===== src/rtl/lfs_pkg.sv =====
// types and constants shared by the line-follow steering block
// no dependencies; imported by lfs_steer_fsm and line_follow_steering_fsm_top
package lfs_pkg;

    localparam int SPEED_W = 10;
    localparam logic [SPEED_W-1:0] SPEED_RESET = 10'd500;

    typedef enum logic [2:0] {
        MODE_CRUISE     = 3'd0,
        MODE_LEFT       = 3'd1,
        MODE_RIGHT      = 3'd2,
        MODE_REAR_LEFT  = 3'd3,
        MODE_REAR_RIGHT = 3'd4
    } mode_t;

    typedef enum logic [1:0] {
        ACT_HOLD = 2'd0,
        ACT_FWD  = 2'd1,
        ACT_BACK = 2'd2,
        ACT_STOP = 2'd3
    } action_t;

    typedef struct packed {
        logic rear_right;
        logic rear_left;
        logic center;
        logic far_right;
        logic mid_right;
        logic inner_right;
        logic inner_left;
        logic mid_left;
        logic far_left;
    } sensors_t;

    typedef struct packed {
        mode_t               steer_mode;
        logic [SPEED_W-1:0]  right_speed;
        action_t             right_action;
        logic [SPEED_W-1:0]  left_speed;
        action_t             left_action;
    } cmd_t;

endpackage


===== src/rtl/lfs_steer_fsm.sv =====
// steering mode register and per-sample wheel command decision
// depends on lfs_pkg
module lfs_steer_fsm
    import lfs_pkg::*;
(
    input  logic               clk,
    input  logic               rst_n,
    input  logic               step_en,
    input  sensors_t           sens,
    input  logic [SPEED_W-1:0] speed,
    output cmd_t               cmd
);

    mode_t mode_reg;
    mode_t mode_next;

    logic crossing;

    assign crossing = sens.center
                    | (sens.far_left & sens.far_right)
                    | (sens.mid_left & sens.mid_right)
                    | (sens.inner_left & sens.inner_right);

    // next mode
    always_comb
    begin
        mode_next = MODE_CRUISE;
        case (mode_reg)
            MODE_REAR_LEFT:
            begin
                mode_next = (sens.inner_left | sens.rear_right) ? MODE_CRUISE : MODE_REAR_LEFT;
            end
            MODE_REAR_RIGHT:
            begin
                mode_next = (sens.inner_right | sens.rear_left) ? MODE_CRUISE : MODE_REAR_RIGHT;
            end
            MODE_LEFT:
            begin
                mode_next = (sens.center | sens.far_right) ? MODE_CRUISE : MODE_LEFT;
            end
            MODE_RIGHT:
            begin
                mode_next = (sens.center | sens.far_left) ? MODE_CRUISE : MODE_RIGHT;
            end
            default:
            begin
                if (crossing)
                    mode_next = MODE_CRUISE;
                else if (sens.far_left)
                    mode_next = MODE_LEFT;
                else if (sens.far_right)
                    mode_next = MODE_RIGHT;
                else if (sens.mid_left | sens.mid_right | sens.inner_left | sens.inner_right)
                    mode_next = MODE_CRUISE;
                else if (sens.rear_left & ~sens.rear_right)
                    mode_next = MODE_REAR_LEFT;
                else if (sens.rear_right & ~sens.rear_left)
                    mode_next = MODE_REAR_RIGHT;
                else
                    mode_next = MODE_CRUISE;
            end
        endcase
    end

    // wheel commands
    always_comb
    begin
        cmd.left_action  = ACT_HOLD;
        cmd.left_speed   = '0;
        cmd.right_action = ACT_HOLD;
        cmd.right_speed  = '0;
        cmd.steer_mode   = mode_next;
        case (mode_reg)
            MODE_REAR_LEFT:
            begin
                cmd.left_action  = ACT_BACK;
                cmd.left_speed   = speed;
                cmd.right_action = ACT_FWD;
                cmd.right_speed  = speed;
            end
            MODE_REAR_RIGHT:
            begin
                cmd.left_action  = ACT_FWD;
                cmd.left_speed   = speed;
                cmd.right_action = ACT_BACK;
                cmd.right_speed  = speed;
            end
            MODE_LEFT:
            begin
                cmd.left_action  = ACT_STOP;
                cmd.left_speed   = speed;
                cmd.right_action = ACT_FWD;
                cmd.right_speed  = speed;
            end
            MODE_RIGHT:
            begin
                cmd.left_action  = ACT_FWD;
                cmd.left_speed   = speed;
                cmd.right_action = ACT_STOP;
                cmd.right_speed  = speed;
            end
            default:
            begin
                if (crossing)
                begin
                    cmd.left_action  = ACT_FWD;
                    cmd.left_speed   = speed;
                    cmd.right_action = ACT_FWD;
                    cmd.right_speed  = speed;
                end
                else if (sens.far_left | sens.far_right)
                begin
                    cmd.left_action  = ACT_HOLD;
                    cmd.right_action = ACT_HOLD;
                end
                else if (sens.mid_left)
                begin
                    cmd.left_action  = ACT_BACK;
                    cmd.left_speed   = speed;
                    cmd.right_action = ACT_FWD;
                    cmd.right_speed  = speed;
                end
                else if (sens.mid_right)
                begin
                    cmd.left_action  = ACT_FWD;
                    cmd.left_speed   = speed;
                    cmd.right_action = ACT_BACK;
                    cmd.right_speed  = speed;
                end
                else if (sens.inner_left)
                begin
                    // light turn: stop at zero speed
                    cmd.left_action  = ACT_STOP;
                    cmd.right_action = ACT_FWD;
                    cmd.right_speed  = speed;
                end
                else if (sens.inner_right)
                begin
                    cmd.left_action  = ACT_FWD;
                    cmd.left_speed   = speed;
                    cmd.right_action = ACT_STOP;
                end
            end
        endcase
    end

    always_ff @(posedge clk or negedge rst_n)
    begin
        if (!rst_n)
            mode_reg <= MODE_CRUISE;
        else if (step_en)
            mode_reg <= mode_next;
    end

endmodule


===== src/rtl/line_follow_steering_fsm_top.sv =====
// line-follow steering block: input register, steering decision, result register
// depends on lfs_pkg and lfs_steer_fsm
//
// usage:
//   s_axis carries one sensor sample per request; m_axis returns one wheel
//   command per sample, in order. cfg_wr_en/cfg_wr_data load drive_speed and
//   must be written only while the block is idle; the block does not enforce it.
//   a sample is registered in the input stage on acceptance and decided by the
//   steering fsm; its command is loaded into the result register once the
//   result stage can take it, and m_axis shows it from there.
//   throughput is one sample per cycle while the receiver does not stall; the
//   mode register closes its loop through the decision logic alone.
//   reset clears both stage valids, puts the mode in cruise and drive_speed
//   to 500.
//   when the receiver stalls, the result register holds, the input stage
//   fills, and s_axis_tready drops; nothing is lost or repeated.
module line_follow_steering_fsm_top
    import lfs_pkg::*;
(
    input  logic               clk,
    input  logic               rst_n,
    input  logic               s_axis_tvalid,
    output logic               s_axis_tready,
    // far_left, mid_left, inner_left, inner_right, mid_right, far_right,
    // center, rear_left, rear_right, then zero fill
    input  logic [15:0]        s_axis_tdata,
    output logic               m_axis_tvalid,
    input  logic               m_axis_tready,
    // left_action, left_speed, right_action, right_speed, steer_mode, then zero fill
    output logic [31:0]        m_axis_tdata,
    input  logic               cfg_wr_en,
    input  logic [SPEED_W-1:0] cfg_wr_data
);

    logic               in_valid_reg;
    sensors_t           in_sens_reg;
    logic               out_valid_reg;
    cmd_t               out_cmd_reg;
    logic [SPEED_W-1:0] speed_reg;

    logic out_ready;
    logic step_en;
    cmd_t cmd;

    assign out_ready     = ~out_valid_reg | m_axis_tready;
    assign step_en       = in_valid_reg & out_ready;
    assign s_axis_tready = ~in_valid_reg | out_ready;

    lfs_steer_fsm u_fsm (
        .clk     (clk),
        .rst_n   (rst_n),
        .step_en (step_en),
        .sens    (in_sens_reg),
        .speed   (speed_reg),
        .cmd     (cmd)
    );

    always_ff @(posedge clk or negedge rst_n)
    begin
        if (!rst_n)
            speed_reg <= SPEED_RESET;
        else if (cfg_wr_en)
            speed_reg <= cfg_wr_data;
    end

    always_ff @(posedge clk or negedge rst_n)
    begin
        if (!rst_n)
        begin
            in_valid_reg  <= 1'b0;
            out_valid_reg <= 1'b0;
        end
        else
        begin
            if (s_axis_tready)
                in_valid_reg <= s_axis_tvalid;
            if (out_ready)
                out_valid_reg <= in_valid_reg;
        end
    end

    always_ff @(posedge clk)
    begin
        if (s_axis_tvalid & s_axis_tready)
            in_sens_reg <= sensors_t'(s_axis_tdata[8:0]);
        if (step_en)
            out_cmd_reg <= cmd;
    end

    assign m_axis_tvalid = out_valid_reg;
    assign m_axis_tdata  = {5'b0, out_cmd_reg};

endmodule


===== config.mk =====
export PLATFORM = sky130hd
export DESIGN_NAME = line_follow_steering_fsm_top
export DESIGN_NICKNAME = d
export VERILOG_FILES = /design/src/rtl/lfs_pkg.sv /design/src/rtl/lfs_steer_fsm.sv /design/src/rtl/line_follow_steering_fsm_top.sv
export SDC_FILE = /design/constraint.sdc
export NUM_CORES = 1
export LEC_CHECK = 0
export BUFFER_PORTS_ARGS = -buffer_cell sky130_fd_sc_hd__buf_2
export CAP_MARGIN = 15
export CORE_UTILIZATION = 35
export DETAILED_ROUTE_END_ITERATION = 10
export REMOVE_ABC_BUFFERS = 1
export SLEW_MARGIN = 20
export SYNTH_ARGS = -nofsm -noshare
export SYNTH_HDL_FRONTEND = slang
export SYNTH_SLANG_ARGS = --single-unit

===== constraint.sdc =====
create_clock -name clk -period 2 [get_ports clk]
set_clock_uncertainty 0.1 [all_clocks]
set_input_delay 0.2 -clock clk [delete_from_list [all_inputs] [get_ports clk]]
set_output_delay 0.2 -clock clk [all_outputs]
set_load 0.02 [all_outputs]

==> impl_metrics.env, run 1 <==
export IMPL_ys_seq_elements=51
export IMPL_worstSetupStartpointType="flip-flop"
export IMPL_post_route_period_util=0.909
export IMPL_port_buffers=52
export IMPL_dr_first_iter_drc_count=67
export IMPL_fin_worst_hold_slack_ps=9.10
export IMPL_inserted_clock_buffers=5
export IMPL_critical_path_class="reg -> reg"
export IMPL_antenna_found_initial=0
export IMPL_avgSynthCellArea_um2=14.5
export IMPL_global_route_overflow_total=0
export IMPL_synth_seq_area_share=0.667
export IMPL_fp_dieArea_mm2=0.00659
export IMPL_layout_drive_gt1_share=0.435
export IMPL_post_synth_edffs=36
export IMPL_clock_sinks=51
export IMPL_design_portCount=65
export IMPL_largest_reg_flops=27
export IMPL_routed_top_layer="met4"
export IMPL_die_w_um=81.2
export IMPL_remaining_drc_errors=0
export IMPL_final_hold_violation_count=0
export IMPL_leakagePower_uw=0.00110
export IMPL_grt_pass1_wl_um=6270
export IMPL_final_period_demand_of_the_worst_path_ps=1820
export IMPL_start_util=0.367
export IMPL_routed_wl_um=3970
export IMPL_drt_pass1_iterations=4
export IMPL_xor_xnor_portion_of_the_synthesized_cell_area=0
export IMPL_synth_top_family_by_area="simple AND/OR/NAND/NOR gates"
export IMPL_worst_path_arrival_time_ps=1780
export IMPL_maxCapViolations=0
export IMPL_setup_total_neg_slack_ps=0
export IMPL_post_place_cells=280
export IMPL_finish_cell_count_without_fillers=298
export IMPL_asyncSetResetFlopFracSynth=0.294
export IMPL_avgRoutedWirePerCell_um=13.3
export IMPL_met2_length_um=2040
export IMPL_met3_wirelength_um=137
export IMPL_p_per_area_mw_per_mm2=825
export IMPL_layout_commonest_cell="buf_2"
export IMPL_via_count=1380
export IMPL_die_height_um=81.2
export IMPL_path_clk_slew_ps=80
export IMPL_final_antenna_net_count=0
export IMPL_status="complete, no violations"
export IMPL_crit_required_ps=1960
export IMPL_slew_viol_final=0
export IMPL_max_freq_mhz=550
export IMPL_synth_compound_area_share=0.105
export IMPL_report_final_setup_viol=0
export IMPL_row_count=28
export IMPL_met1_routed_wirelength_after_detailed_routing_um=1710
export IMPL_hold_class="in -> reg"
export IMPL_syn_instance_count=151
export IMPL_synth_area_mux_share=0.0615
export IMPL_grtUsageTotal=0.132
export IMPL_clock_tree_htree_level_count=2
export IMPL_synth_lib_cells_used_distinct=41
export IMPL_maximum_fanout_encountered_on_the_critical_timing_path=10
export IMPL_floorplan_core_area_mm2=0.00599
export IMPL_syn2layout_area_growth_pct=27.3
export IMPL_syn_area_mm2=0.00220
export IMPL_synth_simple_area_share=0.124
export IMPL_post_dp_hpwl_um=2800
export IMPL_crit_path_end_kind="flip-flop"
export IMPL_rsz0062_at_grt="no"
export IMPL_dominantRegCellSynth="edfxtp_1"
export IMPL_synth_fa_ha_area_frac=0
export IMPL_ctsRootBufferMaster="clkbuf_8"
export IMPL_leading_cell_types_in_the_layout_fill_and_taps_excluded="buf_2 (52), edfxtp_1 (36), nor2b_1 (23)"
export IMPL_grt_start_max_net_pins=17
export IMPL_tritoncts="done"
export IMPL_ys_warn_count=0
export IMPL_cts_root_to_sink_buffers=2
export IMPL_vias_per_cell=4.63
export IMPL_diodes=0
export IMPL_cts_setup_buffers=0
export IMPL_insertion_delay_ps=290
export IMPL_peakVddDrop_mv=0.338
export IMPL_nNetsFinal=253
export IMPL_place_gp_congestion=0.759
export IMPL_grt_pass1_vias=1321
-- report_power, final --
group	internal (uW)	leakage [uW]	switching, uW
clock	279	0.0000482	312
sequential	1260	0.000520	44.0
combinational	176	0.000536	233
-- routing by layer --
metal	up-vias	global-route usage
met2	38	0.222
met3	9	0.0247
met1	656	0.160
met5	-	0
met4	0	0.0732
li1	677	-
-- area by class of cell --
type                            count  area [um^2]
Tap cell                           75         93.8
Clock buffer                        7         86.3
Clock inverter                      1         5.00
Fill cell                         560         3200
Sequential cell                    51         1460
Multi-Input combinational cell     89          662
Inverter                            3         11.3
Timing Repair Buffer               72          473
-- final timing paths --
check	startpoint	endpoint	slack, ps	cells after the start
max	in_sens_reg[4]	m_axis_tdata[22]	180	5
min in group asynchronous	rst_n	speed_reg[3]	230	2
max in group asynchronous	rst_n	speed_reg[7]	1260	2
max reg2reg	in_sens_reg[4]	m_axis_tdata[22]	180	5
min	s_axis_tvalid	in_valid_reg	9	2
min reg2reg	in_valid_reg	m_axis_tvalid	420	1
-- repair_timing --
action,in CTS,in global routing
endpoints found under the hold margin,20,0
endpoints found under the setup margin,0,1
resized for setup,0,1
hold buffers,10,0
-- stage by stage --
step / util / total power (uW) / setup slack, ps / cell area (um^2)
2_1_floorplan: - / 1560 / 150 / 2130
4_1_cts: 0.466 / 2330 / 181 / 2790
3_3_place_gp: 0.434 / 1720 / 205 / 2600
3_5_place_dp: 0.434 / 1730 / 195 / 2600
6_report: 0.467 / 2310 / 182 / 2800
5_1_grt: 0.467 / 2420 / 108 / 2800
-- worst max-delay path, cell delays in order (launching register included) --
cell      delay [ps]
edfxtp_1         420
a221oi_2         400
o21ai_4          180
a211oi_4         280
buf_12           160
nor2b_1           50
-- cells in the mapped netlist (2+ instances only) --
cell type,number,share of area
edfxtp_1,36,0.49
nor2b_1,23,0.066
mux2_2,12,0.062
dfrtp_1,9,0.10
buf_4,6,0.021
dfstp_2,6,0.072
a21oi_1,5,0.011
nor2_1,5,0.0085
o21ai_0,4,0.0091
buf_2,3,0.0068
inv_1,3,0.0051
nand2_1,3,0.0051
nand2b_1,3,0.0085
nor3_1,3,0.0068
a211oi_4,2,0.018
o31a_1,2,0.0080
or3_1,2,0.0057
-- cell families after synthesis --
family                 count (synthesis)
AO/OA/AOI/OAI                         26
buffers and inverters                 15
flip-flops                            51
multiplexers                          12
other                                  1
AND/OR/NAND/NOR                       46
Note: power is estimated with default switching activity, not from simulation.
==> run 2: changes to the inputs <==
==> constraint.sdc (replaced) <==
create_clock -name clk -period 2.1 [get_ports clk]
set_clock_uncertainty 0.1 [all_clocks]
set_input_delay 0.21 -clock clk [delete_from_list [all_inputs] [get_ports clk]]
set_output_delay 0.21 -clock clk [all_outputs]
set_load 0.02 [all_outputs]
==> run 2 against run 1 <==
  * Global-route usage about the same
  * First-iteration DRC count grew 7.5%
  * Cell area rose by 0.81%
  * Hold slack better by 19 ps
  * Die area unchanged
  * Combinational power down 5%
  * Sequential share of layout area shrank 0.42 points
  * Largest power group unchanged
  * Highest routed layer unchanged
==> impl_metrics.env, run 2 (synthesis results as in run 1) <==
export IMPL_remaining_drc_errors=0
export IMPL_critPathCapture="u_fsm.mode_reg[0]"
export IMPL_slew_viol_final=0
export IMPL_grt_pass1_wl_um=6360
export IMPL_maximum_fanout_encountered_on_the_critical_timing_path=6
export IMPL_cp_cell_sequence="buf_4 > nor4_1 > a21oi_1 > o31ai_2 > mux2_2"
export IMPL_leakagePower_uw=0.00112
export IMPL_dr_first_iter_drc_count=72
export IMPL_drt_pass1_iterations=4
export IMPL_syn2layout_area_growth_pct=28.3
export IMPL_port_buffers=52
export IMPL_peakVddDrop_mv=0.354
export IMPL_die_height_um=81.2
export IMPL_reg2reg_slack_ps=290
export IMPL_timing_critical_path_slowest_cell_delay_ps=450
export IMPL_design_portCount=65
export IMPL_dpl_cell_area_mm2=0.00259
export IMPL_clock_tree_htree_level_count=2
export IMPL_hold_class="in -> reg"
export IMPL_rsz0062_at_grt="no"
export IMPL_maxCapViolations=0
export IMPL_critical_path_startpoint="in_sens_reg[1]"
export IMPL_fin_worst_hold_slack_ps=28.4
export IMPL_worstSetupStartpointType="flip-flop"
export IMPL_status="complete, no violations"
export IMPL_final_design_area_no_fill_mm2=0.00282
export IMPL_grt_use_met1=0.157
export IMPL_avgRoutedWirePerCell_um=13.4
export IMPL_crit_slowest_cell="nor4_1"
export IMPL_nNetsFinal=255
export IMPL_post_place_cells=281
export IMPL_cts_setup_buffers=0
export IMPL_grt_busiest_layer="met2"
export IMPL_report_final_setup_viol=0
export IMPL_layout_drive_gt1_share=0.436
export IMPL_crit_required_ps=2240
export IMPL_grt_pass1_vias=1315
export IMPL_global_route_overflow_total=0
export IMPL_grt_use_met3=0.0337
export IMPL_whs_path_cells=2
export IMPL_grt_start_max_net_pins=18
export IMPL_vias_per_cell=4.66
export IMPL_floorplan_core_area_mm2=0.00599
export IMPL_row_count=28
export IMPL_start_util=0.367
export IMPL_setup_total_neg_slack_ps=0
export IMPL_via_count=1398
export IMPL_max_freq_mhz=553
export IMPL_diodes=0
export IMPL_global_route_met2_utilization=0.229
export IMPL_final_period_demand_of_the_worst_path_ps=1810
export IMPL_worstReg2RegStart="in_sens_reg[1]"
export IMPL_critical_path_class="reg -> reg"
export IMPL_insertion_delay_ps=300
export IMPL_worst_path_arrival_time_ps=1950
export IMPL_ctsRootBufferMaster="clkbuf_8"
export IMPL_fp_dieArea_mm2=0.00659
export IMPL_tritoncts="done"
export IMPL_finish_cell_count_without_fillers=300
export IMPL_grtUsageTotal=0.132
export IMPL_layout_commonest_cell="buf_2"
export IMPL_leading_cell_types_in_the_layout_fill_and_taps_excluded="buf_2 (52), edfxtp_1 (36), nor2b_1 (23)"
export IMPL_cts_root_to_sink_buffers=2
export IMPL_place_gp_congestion=0.757
export IMPL_crit_path_end_kind="flip-flop"
export IMPL_crit_reg2reg_capture="u_fsm.mode_reg[0]"
export IMPL_final_hold_violation_count=0
export IMPL_routed_wl_um=4030
export IMPL_clock_sinks=51
export IMPL_p_per_area_mw_per_mm2=823
export IMPL_post_dp_hpwl_um=2800
export IMPL_antenna_found_initial=0
export IMPL_path_clk_slew_ps=100
export IMPL_largest_reg_flops=27
export IMPL_post_route_period_util=0.861
export IMPL_inserted_clock_buffers=5
export IMPL_worst_r2r_cell_count=5
export IMPL_final_antenna_net_count=0
export IMPL_die_w_um=81.2
==> run 2: changes by cell type in the layout (fill, tap and decap cells not counted), sizes merged <==
cell         before  now
dlygate4sd3      10   11
clkinvlp          0    1
clkbuf            7    5
clkinv            1    0
inv               3    4
bufinv            0    1
buf              62   63
==> run 2: final cells by class <==
class                      instances  area (um^2)
clock buffer                       5         68.8
clock inverter                     3         46.3
fill                             538         3170
inverter                           3         11.3
multi-input combinational         89          656
sequential                        51         1460
tap                               75         93.8
timing repair buffer              74          478
==> run 2: routing by layer <==
metal | wire (um) | vias to the layer above
met1 | 1750 | 675
met3 | 158 | 6
met4 | 61 | 0
met5 | 0 | -
met2 | 2060 | 32
li1 | - | 685
==> run 2: stage by stage <==
stage,total power [uW],utilization,setup slack [ps]
floorplan,1490,-,250
global placement,1630,0.433,307
detailed placement,1640,0.433,322
CTS,2350,0.470,297
global route,2420,0.470,158
finish,2320,0.470,293
==> run 2: worst min-delay path by stage <==
stage                   start            to  slack [ps]
6_report       cfg_wr_data[3]  speed_reg[3]          30
5_1_grt        cfg_wr_data[3]  speed_reg[3]          20
4_1_cts        cfg_wr_data[3]  speed_reg[3]          20
3_5_place_dp            rst_n  speed_reg[0]          40
3_3_place_gp            rst_n  speed_reg[1]          40
2_1_floorplan           rst_n  in_valid_reg        -190
==> run 2: power breakdown <==
group,switching [uW],internal (uW),leakage (uW)
sequential,40.0,1200,0.000520
combinational,223,166,0.000541
clock,328,359,0.0000548
==> run 2: critical path: cells and delay by family (launching register included) <==
kind	cells	cell delay [ps]
DFF	1	420
and+or+nand+nor	1	450
AOI/OAI and AO/OA	2	400
muxes	1	200
buffers and inverters	1	180
==> run 2: repair_timing <==
action / in CTS / in global routing
hold buffers: 11 / 0
gates resized for setup: 0 / 0
hold endpoints to repair: 25 / 0
